===== src/wsfe_pkg.sv =====
package wsfe_pkg;

    localparam int QUEUE_DEPTH = 4;
    localparam int QPTR_W      = $clog2(QUEUE_DEPTH);
    localparam int QCNT_W      = $clog2(QUEUE_DEPTH + 1);
    localparam int HDR_IDX_W   = 4;

    localparam logic       ACT_START   = 1'b0;
    localparam logic       ACT_PAYLOAD = 1'b1;

    localparam logic [7:0] FIN_BIT     = 8'h80;
    localparam logic [7:0] MASK_BIT    = 8'h80;
    localparam logic [6:0] LEN16_CODE  = 7'd126;
    localparam logic [6:0] LEN64_CODE  = 7'd127;
    localparam logic [31:0] LEN16_LIMIT = 32'd65536;

    typedef enum logic [1:0] {
        LEN_FORM7,
        LEN_FORM16,
        LEN_FORM64
    } len_form_t;

    // One queue entry: either a whole frame header or one finished payload byte
    typedef struct packed {
        logic        is_header;
        len_form_t   form;
        logic        len_zero;
        logic [3:0]  opcode;
        logic [31:0] len;
        logic [31:0] key;
        logic [7:0]  data;
        logic        last;
    } wsfe_cmd_t;

    typedef struct packed {
        logic empty;
        logic full;
    } wsfe_qstat_t;

    function automatic logic [7:0] sel_byte(input logic [31:0] w, input logic [1:0] i);
        return w[{i, 3'b000} +: 8];
    endfunction

    function automatic logic [HDR_IDX_W-1:0] key_start(input len_form_t form);
        logic [HDR_IDX_W-1:0] ks;
        case (form)
            LEN_FORM7:  ks = HDR_IDX_W'(2);
            LEN_FORM16: ks = HDR_IDX_W'(4);
            LEN_FORM64: ks = HDR_IDX_W'(10);
            default:    ks = HDR_IDX_W'(2);
        endcase
        return ks;
    endfunction

    function automatic logic [HDR_IDX_W-1:0] header_last(input len_form_t form);
        return key_start(form) + HDR_IDX_W'(3);
    endfunction

    function automatic logic [7:0] header_byte(input wsfe_cmd_t c,
                                               input logic [HDR_IDX_W-1:0] idx);
        logic [HDR_IDX_W-1:0] ks;
        logic [HDR_IDX_W-1:0] kp;
        logic [HDR_IDX_W-1:0] lp;
        logic [7:0]           b;
        ks = key_start(c.form);
        kp = idx - ks;
        lp = HDR_IDX_W'(9) - idx;
        if (idx == HDR_IDX_W'(0)) begin
            b = FIN_BIT | {4'b0000, c.opcode};
        end
        else if (idx == HDR_IDX_W'(1)) begin
            case (c.form)
                LEN_FORM7:  b = MASK_BIT | {1'b0, c.len[6:0]};
                LEN_FORM16: b = MASK_BIT | {1'b0, LEN16_CODE};
                LEN_FORM64: b = MASK_BIT | {1'b0, LEN64_CODE};
                default:    b = MASK_BIT;
            endcase
        end
        else if (idx < ks) begin
            if (c.form == LEN_FORM16) begin
                b = (idx == HDR_IDX_W'(2)) ? c.len[15:8] : c.len[7:0];
            end
            else if (idx < HDR_IDX_W'(6)) begin
                b = 8'h00;
            end
            else begin
                b = sel_byte(c.len, lp[1:0]);
            end
        end
        else begin
            b = sel_byte(c.key, 2'd3 - kp[1:0]);
        end
        return b;
    endfunction

endpackage


===== src/wsfe_if.sv =====
interface wsfe_cmd_if;
    logic        valid;
    logic        ready;
    logic        action;
    logic [3:0]  frame_opcode;
    logic [31:0] frame_length;
    logic [31:0] mask_key;
    logic [7:0]  payload_byte;

    modport source (output valid, action, frame_opcode, frame_length, mask_key,
                    payload_byte, input ready);
    modport sink   (input valid, action, frame_opcode, frame_length, mask_key,
                    payload_byte, output ready);
endinterface

interface wsfe_byte_if;
    logic       valid;
    logic       ready;
    logic [7:0] out_byte;
    logic       frame_end;

    modport source (output valid, out_byte, frame_end, input ready);
    modport sink   (input valid, out_byte, frame_end, output ready);
endinterface


===== src/wsfe_front.sv =====
module wsfe_front
    import wsfe_pkg::*;
(
    input  logic            clk,
    input  logic            rst_n,
    wsfe_cmd_if.sink        cmd,
    input  wsfe_qstat_t     qstat,
    output logic            push,
    output wsfe_cmd_t       push_cmd
);

    logic        frame_open_reg;
    logic        frame_open_next;
    logic [31:0] bytes_remaining_reg;
    logic [31:0] bytes_remaining_next;
    logic [31:0] held_mask_reg;
    logic [31:0] held_mask_next;
    logic [1:0]  mask_phase_reg;
    logic [1:0]  mask_phase_next;
    logic        accept;
    logic [31:0] rem_dec;
    logic        is_last;

    assign cmd.ready = !qstat.full;
    assign accept    = cmd.valid && cmd.ready;
    assign rem_dec   = bytes_remaining_reg - 32'd1;
    assign is_last   = (rem_dec == 32'd0);

    always_comb
    begin
        frame_open_next      = frame_open_reg;
        bytes_remaining_next = bytes_remaining_reg;
        held_mask_next       = held_mask_reg;
        mask_phase_next      = mask_phase_reg;
        push                 = 1'b0;

        push_cmd.is_header = (cmd.action == ACT_START);
        push_cmd.len_zero  = (cmd.frame_length == 32'd0);
        push_cmd.opcode    = cmd.frame_opcode;
        push_cmd.len       = cmd.frame_length;
        push_cmd.key       = cmd.mask_key;
        push_cmd.data      = cmd.payload_byte ^ sel_byte(held_mask_reg, 2'd3 - mask_phase_reg);
        push_cmd.last      = is_last;
        if (cmd.frame_length < {25'd0, LEN16_CODE}) begin
            push_cmd.form = LEN_FORM7;
        end
        else if (cmd.frame_length < LEN16_LIMIT) begin
            push_cmd.form = LEN_FORM16;
        end
        else begin
            push_cmd.form = LEN_FORM64;
        end

        if (accept) begin
            if (cmd.action == ACT_START) begin
                // abandon any open frame and load the new one
                push                 = 1'b1;
                held_mask_next       = cmd.mask_key;
                mask_phase_next      = 2'd0;
                bytes_remaining_next = cmd.frame_length;
                frame_open_next      = (cmd.frame_length != 32'd0);
            end
            else if (frame_open_reg) begin
                push                 = 1'b1;
                bytes_remaining_next = rem_dec;
                mask_phase_next      = mask_phase_reg + 2'd1;
                if (is_last) begin
                    frame_open_next = 1'b0;
                end
            end
            // payload outside a frame: drop
        end
    end

    always_ff @(posedge clk or negedge rst_n)
    begin
        if (!rst_n) begin
            frame_open_reg      <= 1'b0;
            bytes_remaining_reg <= 32'd0;
            held_mask_reg       <= 32'd0;
            mask_phase_reg      <= 2'd0;
        end
        else begin
            frame_open_reg      <= frame_open_next;
            bytes_remaining_reg <= bytes_remaining_next;
            held_mask_reg       <= held_mask_next;
            mask_phase_reg      <= mask_phase_next;
        end
    end

endmodule


===== src/wsfe_queue.sv =====
module wsfe_queue
    import wsfe_pkg::*;
(
    input  logic         clk,
    input  logic         rst_n,
    input  logic         push,
    input  wsfe_cmd_t    push_cmd,
    input  logic         pop,
    output wsfe_cmd_t    head,
    output wsfe_qstat_t  qstat
);

    wsfe_cmd_t           entry_reg [QUEUE_DEPTH];
    logic [QPTR_W-1:0]   wr_ptr_reg;
    logic [QPTR_W-1:0]   rd_ptr_reg;
    logic [QCNT_W-1:0]   count_reg;
    logic                do_push;
    logic                do_pop;

    assign qstat.empty = (count_reg == QCNT_W'(0));
    assign qstat.full  = (count_reg == QCNT_W'(QUEUE_DEPTH));
    assign do_push     = push && !qstat.full;
    assign do_pop      = pop && !qstat.empty;
    assign head        = entry_reg[rd_ptr_reg];

    always_ff @(posedge clk)
    begin
        if (do_push) begin
            entry_reg[wr_ptr_reg] <= push_cmd;
        end
    end

    always_ff @(posedge clk or negedge rst_n)
    begin
        if (!rst_n) begin
            wr_ptr_reg <= '0;
            rd_ptr_reg <= '0;
            count_reg  <= '0;
        end
        else begin
            if (do_push) begin
                wr_ptr_reg <= wr_ptr_reg + QPTR_W'(1);
            end
            if (do_pop) begin
                rd_ptr_reg <= rd_ptr_reg + QPTR_W'(1);
            end
            case ({do_push, do_pop})
                2'b10:   count_reg <= count_reg + QCNT_W'(1);
                2'b01:   count_reg <= count_reg - QCNT_W'(1);
                default: count_reg <= count_reg;
            endcase
        end
    end

endmodule


===== src/wsfe_back.sv =====
module wsfe_back
    import wsfe_pkg::*;
(
    input  logic         clk,
    input  logic         rst_n,
    input  wsfe_cmd_t    head,
    input  wsfe_qstat_t  qstat,
    output logic         pop,
    wsfe_byte_if.source  stream
);

    logic                 out_valid_reg;
    logic [7:0]           out_byte_reg;
    logic                 frame_end_reg;
    logic [HDR_IDX_W-1:0] idx_reg;
    logic [HDR_IDX_W-1:0] idx_next;
    logic                 load;
    logic                 hdr_done;
    logic [7:0]           byte_next;
    logic                 end_next;

    assign stream.valid     = out_valid_reg;
    assign stream.out_byte  = out_byte_reg;
    assign stream.frame_end = frame_end_reg;

    assign load     = !out_valid_reg || stream.ready;
    assign hdr_done = (idx_reg == header_last(head.form));

    always_comb
    begin
        pop       = 1'b0;
        idx_next  = idx_reg;
        byte_next = head.data;
        end_next  = head.last;
        if (head.is_header) begin
            byte_next = header_byte(head, idx_reg);
            end_next  = hdr_done && head.len_zero;
        end
        if (load && !qstat.empty) begin
            if (head.is_header) begin
                // walk the header one byte a beat, release the entry on its last byte
                if (hdr_done) begin
                    pop      = 1'b1;
                    idx_next = '0;
                end
                else begin
                    idx_next = idx_reg + HDR_IDX_W'(1);
                end
            end
            else begin
                pop = 1'b1;
            end
        end
    end

    always_ff @(posedge clk or negedge rst_n)
    begin
        if (!rst_n) begin
            out_valid_reg <= 1'b0;
            idx_reg       <= '0;
        end
        else begin
            idx_reg <= idx_next;
            if (load) begin
                out_valid_reg <= !qstat.empty;
            end
        end
    end

    always_ff @(posedge clk)
    begin
        if (load && !qstat.empty) begin
            out_byte_reg  <= byte_next;
            frame_end_reg <= end_next;
        end
    end

endmodule


===== src/websocket_frame_encoder.sv =====
// Masked client WebSocket frame encoder.
// cmd: valid/ready channel of items. A start item (action 0) carries opcode,
//   payload length and mask key; a payload item (action 1) carries one byte.
// stream: valid/ready channel of encoded frame bytes, frame_end on the last.
// A start item produces 6, 8 or 14 header bytes (7-bit, 16-bit or 64-bit
// length form); each payload byte inside a frame produces one masked byte.
// Payload bytes outside a frame are dropped; a start abandons an open frame.
// An accepted item lands in a 4-entry queue at the accepting edge, and its
// bytes are registered into the output stage from the head of the queue.
// Payload bytes pass one per cycle while stream is ready; a header occupies
// the output stage for each of its bytes in turn, which is what bounds the
// rate while headers stream. The queue lets items keep arriving during a
// header. When stream stalls, the output register holds its byte and the
// queue fills; cmd.ready drops once the queue holds 4 entries.
// Reset clears the frame state, empties the queue and the output stage.
module websocket_frame_encoder
    import wsfe_pkg::*;
(
    input  logic        clk,
    input  logic        rst_n,
    wsfe_cmd_if.sink    cmd,
    wsfe_byte_if.source stream
);

    wsfe_qstat_t qstat;
    wsfe_cmd_t   push_cmd;
    wsfe_cmd_t   head;
    logic        push;
    logic        pop;

    wsfe_front u_front (
        .clk      (clk),
        .rst_n    (rst_n),
        .cmd      (cmd),
        .qstat    (qstat),
        .push     (push),
        .push_cmd (push_cmd)
    );

    wsfe_queue u_queue (
        .clk      (clk),
        .rst_n    (rst_n),
        .push     (push),
        .push_cmd (push_cmd),
        .pop      (pop),
        .head     (head),
        .qstat    (qstat)
    );

    wsfe_back u_back (
        .clk    (clk),
        .rst_n  (rst_n),
        .head   (head),
        .qstat  (qstat),
        .pop    (pop),
        .stream (stream)
    );

endmodule


===== src/flat_wrapper.sv =====
// flat-port wrapper written by rule: the top's interface ports become plain ports
module websocket_frame_encoder_flat import wsfe_pkg::*;
  (clk, rst_n, cmd_valid, cmd_action, cmd_frame_opcode, cmd_frame_length, cmd_mask_key, cmd_payload_byte, cmd_ready, stream_valid, stream_out_byte, stream_frame_end, stream_ready);
  wsfe_cmd_if cmd_i ();
  wsfe_byte_if stream_i ();
  input  logic clk;
  input  logic rst_n;
  input wire logic [$bits(cmd_i.valid)-1:0] cmd_valid;
  input wire logic [$bits(cmd_i.action)-1:0] cmd_action;
  input wire logic [$bits(cmd_i.frame_opcode)-1:0] cmd_frame_opcode;
  input wire logic [$bits(cmd_i.frame_length)-1:0] cmd_frame_length;
  input wire logic [$bits(cmd_i.mask_key)-1:0] cmd_mask_key;
  input wire logic [$bits(cmd_i.payload_byte)-1:0] cmd_payload_byte;
  output wire logic [$bits(cmd_i.ready)-1:0] cmd_ready;
  output wire logic [$bits(stream_i.valid)-1:0] stream_valid;
  output wire logic [$bits(stream_i.out_byte)-1:0] stream_out_byte;
  output wire logic [$bits(stream_i.frame_end)-1:0] stream_frame_end;
  input wire logic [$bits(stream_i.ready)-1:0] stream_ready;
  assign cmd_i.valid = cmd_valid;
  assign cmd_i.action = cmd_action;
  assign cmd_i.frame_opcode = cmd_frame_opcode;
  assign cmd_i.frame_length = cmd_frame_length;
  assign cmd_i.mask_key = cmd_mask_key;
  assign cmd_i.payload_byte = cmd_payload_byte;
  assign cmd_ready = cmd_i.ready;
  assign stream_valid = stream_i.valid;
  assign stream_out_byte = stream_i.out_byte;
  assign stream_frame_end = stream_i.frame_end;
  assign stream_i.ready = stream_ready;
  websocket_frame_encoder u_core (.clk(clk), .rst_n(rst_n), .cmd(cmd_i), .stream(stream_i));
endmodule

===== config.mk =====
export PLATFORM = sky130hd
export DESIGN_NAME = websocket_frame_encoder_flat
export DESIGN_NICKNAME = d
export VERILOG_FILES = /design/src/wsfe_pkg.sv /design/src/wsfe_if.sv /design/src/wsfe_front.sv /design/src/wsfe_queue.sv /design/src/wsfe_back.sv /design/src/websocket_frame_encoder.sv /design/src/flat_wrapper.sv
export SDC_FILE = /design/constraint.sdc
export NUM_CORES = 1
export LEC_CHECK = 0
export ABC_CLOCK_PERIOD_IN_PS = 11800
export BUFFER_PORTS_ARGS = -buffer_cell sky130_fd_sc_hd__buf_2
export CORE_MARGIN = 3
export CORE_UTILIZATION = 45
export CTS_CLUSTER_DIAMETER = 200
export DETAILED_ROUTE_END_ITERATION = 8
export SYNTH_ARGS = -nofsm -noshare
export SYNTH_HDL_FRONTEND = slang
export SYNTH_SLANG_ARGS = --single-unit
export TNS_END_PERCENT = 1

===== constraint.sdc =====
create_clock -name clk -period 11.8 [get_ports clk]
set_clock_uncertainty 0.15 [all_clocks]
set_input_delay 1.77 -clock clk [delete_from_list [all_inputs] [get_ports clk]]
set_output_delay 1.77 -clock clk [all_outputs]
set_load 0.05 [all_outputs]

### After elaboration in Yosys (flattened, before gate mapping)

Memory sizes are Yosys's and may differ from the RTL's.
Index checks and enable logic that the tools add are counted.

| storage, ports and cells | value |
|---|---|
| register bits after elaboration | 88 |
| RAM bits | 324 |
| input bits | 81 |
| output and inout port bits | 11 |
| logic and storage cells | 91 |
| memories kept | 1 |

Memories:

| memory | depth | width | rd ports | clocked after memory_dff | wr ports | line | source |
|---|---|---|---|---|---|---|---|
| u_core.u_queue.entry_reg | 4 | 81 | 1 | 0 | 1 | wsfe_queue.sv:13 | `wsfe_cmd_t entry_reg [QUEUE_DEPTH];` |

| cells by class | value |
|---|---|
| add/sub/neg operators | 12 |
| $lt $le $gt $ge | 4 |
| eq/ne operators | 9 |
| shift-type cells | 3 |
| mux-type cells | 30 |
| bitwise logic cells | 2 |
| reduce and logical (&&, ||, !) cells | 19 |

Operators with widths:

| operator | number |
|---|---|
| 32-bit by 6-bit indexed part select with 8-bit output | 3 |
| 32-bit logical NOT | 2 |
| 32-bit two-way mux | 2 |
| 8-bit two-way mux | 7 |
| 32-bit by 17-bit < comparator with 1-bit output, second input constant | 1 |
| 32-bit by 7-bit < comparator with 1-bit output, second input constant | 1 |
| 32-bit nonzero test | 1 |
| 32-bit by 1-bit subtractor with 32-bit output, second input constant | 1 |
| 7-bit case mux with 3 select lines | 1 |
| 1-bit two-way mux | 12 |
| 2-bit two-way mux | 4 |
| 4-bit two-way mux | 2 |
| 4-bit case mux with 2 select lines | 1 |
| 8-bit bitwise XOR | 1 |
| 2-bit by 1-bit adder with 2-bit output, second input constant | 3 |
| 3-bit case mux with 2 select lines | 1 |
| 2-bit AND reduction | 3 |
| 1-bit logical AND | 5 |
| 4-bit by 1-bit adder with 4-bit output, second input constant | 1 |
| 4-bit by 2-bit adder with 4-bit output, second input constant | 1 |
| 2-bit by 1-bit equality test with 1-bit output, second input constant | 2 |
| 2-bit equality test, second input constant | 2 |
| 4-bit by 1-bit equality test with 1-bit output, second input constant | 1 |
| 4-bit by 2-bit equality test with 1-bit output, second input constant | 1 |
| 17 further kinds | 20 |

### Logic depth before layout (Yosys ltp)

An unclocked memory read counts as a cell.

| depth | value |
|---|---|
| depth in word-level cells | 11 |
| gate-level depth with buffers | 17 |
| gate-level depth less buffers | 14 |

### Hierarchy

Synthesis repeated with hierarchy kept, for this count alone.

| unflattened totals | value |
|---|---|
| cells, all modules | 1199 |
| area total of the unflattened synthesis | 18457.7 sq um |

By module, submodules not included:

| module | times used | cells each | area each (sq um) | seq. area each (sq um) |
|---|---|---|---|---|
| wsfe_queue | 1 | 460 | 12117.9 | 9904.5 |
| wsfe_front | 1 | 552 | 4568.1 | 1676.6 |
| wsfe_back | 1 | 187 | 1771.7 | 395.4 |

### Least setup slack after synthesis

OpenSTA, ideal clock, no wires.

| timing path | value |
|---|---|
| kind | input port to flip-flop |
| start | input port cmd_action |
| end | memory u_core.u_queue.entry_reg[0][0] in the netlist's numbering, enable pin |
| setup time | 0.448 ns |
| arrival | 4.445 ns |
| required time | 11.202 ns |
| path slack | 6.757 ns |
| cell stages on the path | 4 |
| cells stage by stage | clkbuf_1 a21oi_1 clkbuf_1 and2_1 |

| on the way | value |
|---|---|
| longest elaborated chain between the ends | 5 |

RTL lines:

| item | line | source |
|---|---|---|
| start, declared | flat_wrapper.sv:9 | `input wire logic [$bits(cmd_i.action)-1:0] cmd_action;` |
| 1-bit two-way mux | wsfe_front.sv:55 | `if (cmd.action == ACT_START) begin` |
| 1-bit two-way mux | wsfe_front.sv:54 | `if (accept) begin` |
| 1-bit logical AND | wsfe_queue.sv:22 | `assign do_push = push && !qstat.full;` |
| 1-bit two-way mux | wsfe_queue.sv:28 | `if (do_push) begin` |
| 1-bit two-way mux (implied by the code) | wsfe_queue.sv:29 | `entry_reg[wr_ptr_reg] <= push_cmd;` |
| end, declared | wsfe_queue.sv:13 |  |

Every way passes these cells.

### Final worst setup path

| timing path | value |
|---|---|
| start | register u_core.u_queue.rd_ptr_reg[0] |
| end | register u_core.u_queue.count_reg[2] |

| on the way | value |
|---|---|
| longest elaborated chain between the ends | 11 |
| elaborated cells between the ends (all ways) | 14 |

RTL lines:

| item | line | source |
|---|---|---|
| start, declared | wsfe_queue.sv:15 | `logic [QPTR_W-1:0] rd_ptr_reg;` |
| start signal, assigned | wsfe_queue.sv:45 | `rd_ptr_reg <= rd_ptr_reg + QPTR_W'(1);` |
| memory 4 x 81 bit * | n/a |  |
| 2-bit equality test / 2-bit by 1-bit equality test with 1-bit output (equally long branches) | wsfe_pkg.sv:46 | `case (form)` |
| 4-bit case mux with 2 select lines | wsfe_pkg.sv:46 |  |
| 4-bit by 2-bit adder with 4-bit output | wsfe_pkg.sv:56 | `return key_start(form) + HDR_IDX_W'(3);` |
| 4-bit equality test | wsfe_back.sv:27 | `assign hdr_done = (idx_reg == header_last(head.form));` |
| 1-bit two-way mux | wsfe_back.sv:42 | `if (hdr_done) begin` |
| 1-bit two-way mux * | wsfe_back.sv:40 | `if (head.is_header) begin` |
| 1-bit two-way mux * | wsfe_back.sv:39 | `if (load && !qstat.empty) begin` |
| 1-bit logical AND * | wsfe_queue.sv:23 | `assign do_pop = pop && !qstat.empty;` |
| named net u_core.u_queue.do_pop | wsfe_queue.sv:18 | `logic do_pop;` |
| 2-bit by 1-bit equality test with 1-bit output / 2-bit equality test (equally long branches) | wsfe_queue.sv:47 | `case ({do_push, do_pop})` |
| 3-bit case mux with 2 select lines / 2-bit nonzero test (equally long branches) | n/a |  |
| end signal, assigned | wsfe_queue.sv:48 | `2'b10: count_reg <= count_reg + QCNT_W'(1);` |
| end signal, assigned | wsfe_queue.sv:49 | `2'b01: count_reg <= count_reg - QCNT_W'(1);` |
| end signal, assigned | wsfe_queue.sv:50 | `default: count_reg <= count_reg;` |
| end, declared | wsfe_queue.sv:16 | `logic [QCNT_W-1:0] count_reg;` |

The timed path passes the listed nets; every way through them passes the cells marked *.
A chain may end at the register's enable or synchronous reset.

==> impl_metrics.csv <==
group,metric,value,unit
global_route,grt_pass1_vias,10200,
pwr,leakage,7.05,nW
final_layout,fin_nets,1339,
logic_synthesis,synth_seq_cells,412,
final_layout,drive_above_1_share,22.7,%
hold_path,hold_path_end,"u_core.u_front.held_mask_reg[13]",
hold_path,min_path_cells,2,
setup_path,startpoint_type,"flip-flop",
pwr,finalPower,5.41,mW
timing,tns,0,ns
cts,cts_htree_levels,2,
timing,rsz0062_at_grt,"no",
logic_synthesis,syn_avg_cell_area,15.5,µm²
final_layout,post_layout_nonfiller_instances,1790,
timing,holdWs,0.324,ns
pwr,max-vdd-ir-drop,0.000121,V
setup_path,crit_path_start,"u_core.u_queue.rd_ptr_reg[0]",
route,routed-wl-met2,19.4,mm
timing,setup_ws,6.50,ns
logic_synthesis,synth.cell_area,0.0178,mm²
logic_synthesis,synth_top_area_share,56.2,%
cts,cts_tree,"yes",
setup_path,r2r-end,"u_core.u_queue.count_reg[2]",
global_route,antenna_found_initial,0,
floorplan,rows,72,
placement,gp_congestion,0.833,
final_layout,area_growth_syn_to_layout,13.5,%
placement,io_buffers,91,
hold_path,hp-class,"flip-flop to flip-flop",
placement,hpwl,26.5,mm
placement,place_area,0.0187,mm²
timing,tightest_slew,1.13,ns
setup_path,crit_fanout,35,
placement,dp_cells,1710,
logic_synthesis,synth_cell_type_count,63,
cts,post-cts-setup-buffers,0,
timing,fmax,0.189,GHz
setup_path,path_class,"flip-flop to flip-flop",
logic_synthesis,yosys-top-cells-count,"333 x edfxtp_1, 165 x nand2_1, 94 x mux4_2",
floorplan,die_h,205,µm
floorplan,start_util,45.8,%
cts,postCtsHoldBufs,0,
cts,clk_path_buf_depth,3,
setup_path,reg2reg_depth,14,
route,wl,41.4,mm
pwr,power_density,268,mW/mm²
logic_synthesis,yosysWarningCount,0,
setup_path,crit_required,12.10,ns
flow_run,drv_cap,0,
final_layout,largest_reg_flops,324,
global_route,grt_pass1_wl,63.7,mm
cts,numCtsBuffers,44,
placement,pre_cts_ws,6.47,ns
route,via_per_inst,5.72,
global_route,grt_usage,20.1,%
global_route,grt_max_degree,71,
final_layout,design_area,0.0202,mm²
floorplan,core_area,0.0388,mm²
timing,setup_viol,0,
logic_synthesis,synth_edf_count,333,
route,wl_per_cell,23.1,µm
logic_synthesis,async_flop_share,19.2,%
route,drcViolationCount,0,
route,met1_length,19.0,mm
setup_path,reg2reg_from,"u_core.u_queue.rd_ptr_reg[0]",
run_status,status,"finished clean",
logic_synthesis,synthFlopType,"edfxtp_1",
floorplan,dieArea,0.0419,mm²
route,first_iter_violations,872,
timing,period_share,44.9,%
timing,finalWorstPathRequiredPeriod,5.30,ns
final_layout,n_antenna_cell,0,
hold_path,min_from,"u_core.u_front.held_mask_reg[13]",
timing,hold_viol_final,0,
route,ant_nets,0,
route,top_layer,"met4",
cts,clk_pin_slew,0.06,ns
route,num_vias,10200,
floorplan,io_pins,92,
logic_synthesis,netlist_instances,1149,
timing,max_slew_margin,24.8,%
route,routed-wl-met3,2.18,mm
logic_synthesis,yosysTopAreaCell,"edfxtp_1",
setup_path,arrival,5.60,ns
setup_path,reg2reg_slack,6.50,ns
global_route,gr-total-overflow,0,
floorplan,fp.dieW,205,µm
logic_synthesis,syn_nets,1250,
cts,cts_resized,0,
cts,cts.sinks,412,
final_layout,final_util,52.0,%
timing,slew_violations,0,
logic_synthesis,ys_seq_area_share,67.4,%
setup_path,crit_path_end_kind,"flip-flop",
route,dr.pass1.iters,5,
logic_synthesis,yosysMostFrequentCell,"edfxtp_1",
cts,worstSkewPairLatency,0.54,ns
cts,clk_root_buffer_cell,"clkbuf_16",
logic_synthesis,synth_area_leaders,"edfxtp_1 56%, mux4_2 12%, dfrtp_1 11%",
-- logic make-up (layout without fill, tap and decap cells) --
logic type | Yosys count | count (layout) | share of synthesized area, %
AOI/OAI and AO/OA | 179 | 179 | 6.26
DFF | 412 | 412 | 67.4
buffers and inverters | 85 | 208 | 2.05
xor gates and xnor gates | 21 | 21 | 1.03
adders and majority gates | 20 | 20 | 1.45
muxes | 114 | 114 | 13.1
and+or+nand+nor | 318 | 318 | 8.77
-- worst max-delay path, cell delays in order (launching register included) --
cell and delay, ns:
dfrtp_4 0.86, mux4_2 0.65, inv_1 0.14, ha_1 0.36, inv_1 0.16, ha_1 0.52
nor4_1 0.79, nor2b_1 0.15, nor2b_1 0.33, ha_1 0.25, inv_1 0.06, fa_1 0.37
xor2_1 0.15, nor2_1 0.11, xor2_1 0.16
-- routing by layer --
layer / GRT usage, % / up-vias
li1: - / 4694
met1: 30.2 / 5222
met2: 31.0 / 262
met3: 3.05 / 61
met4: 5.04 / 0
met5: 0 / -
-- layout make-up --
| type | count | area [µm²] |
|---|---|---|
| fill | 3185 | 18700 |
| sequential | 412 | 12000 |
| multi-input combinational | 652 | 5460 |
| clock buffer | 48 | 1120 |
| tap | 518 | 648 |
| timing repair buffer | 104 | 556 |
| clock inverter | 32 | 322 |
| inverter | 24 | 90.1 |
-- layout by cell type, fill, tap and decap left out, types with 29 or more instances in the layout --
cell	instances
buf_2	90
o21ai_0	45
edfxtp_1	333
dfrtp_1	77
nor2_1	34
clkbuf_16	44
mux4_2	94
a21oi_1	46
nand2_1	164
o22ai_1	29
-- how the worst max path moves through the flow --
stage | slack [ns] | end | cells after the start
floorplan | 6.76 | u_core.u_queue.entry_reg[0][0] | 4
global placement | 6.58 | u_core.u_queue.count_reg[2] | 14
detailed placement | 6.47 | u_core.u_queue.count_reg[2] | 14
CTS | 6.44 | u_core.u_queue.count_reg[2] | 14
global route | 6.07 | u_core.u_queue.count_reg[2] | 14
finish | 6.50 | u_core.u_queue.count_reg[2] | 14
-- power by group --
part	switching [mW]	internal [mW]
clock	0.559	0.815
combinational	1.05	0.729
sequential	0.273	1.98
total	1.88	3.52
No activity file was read; power rests on OpenSTA's default activity.
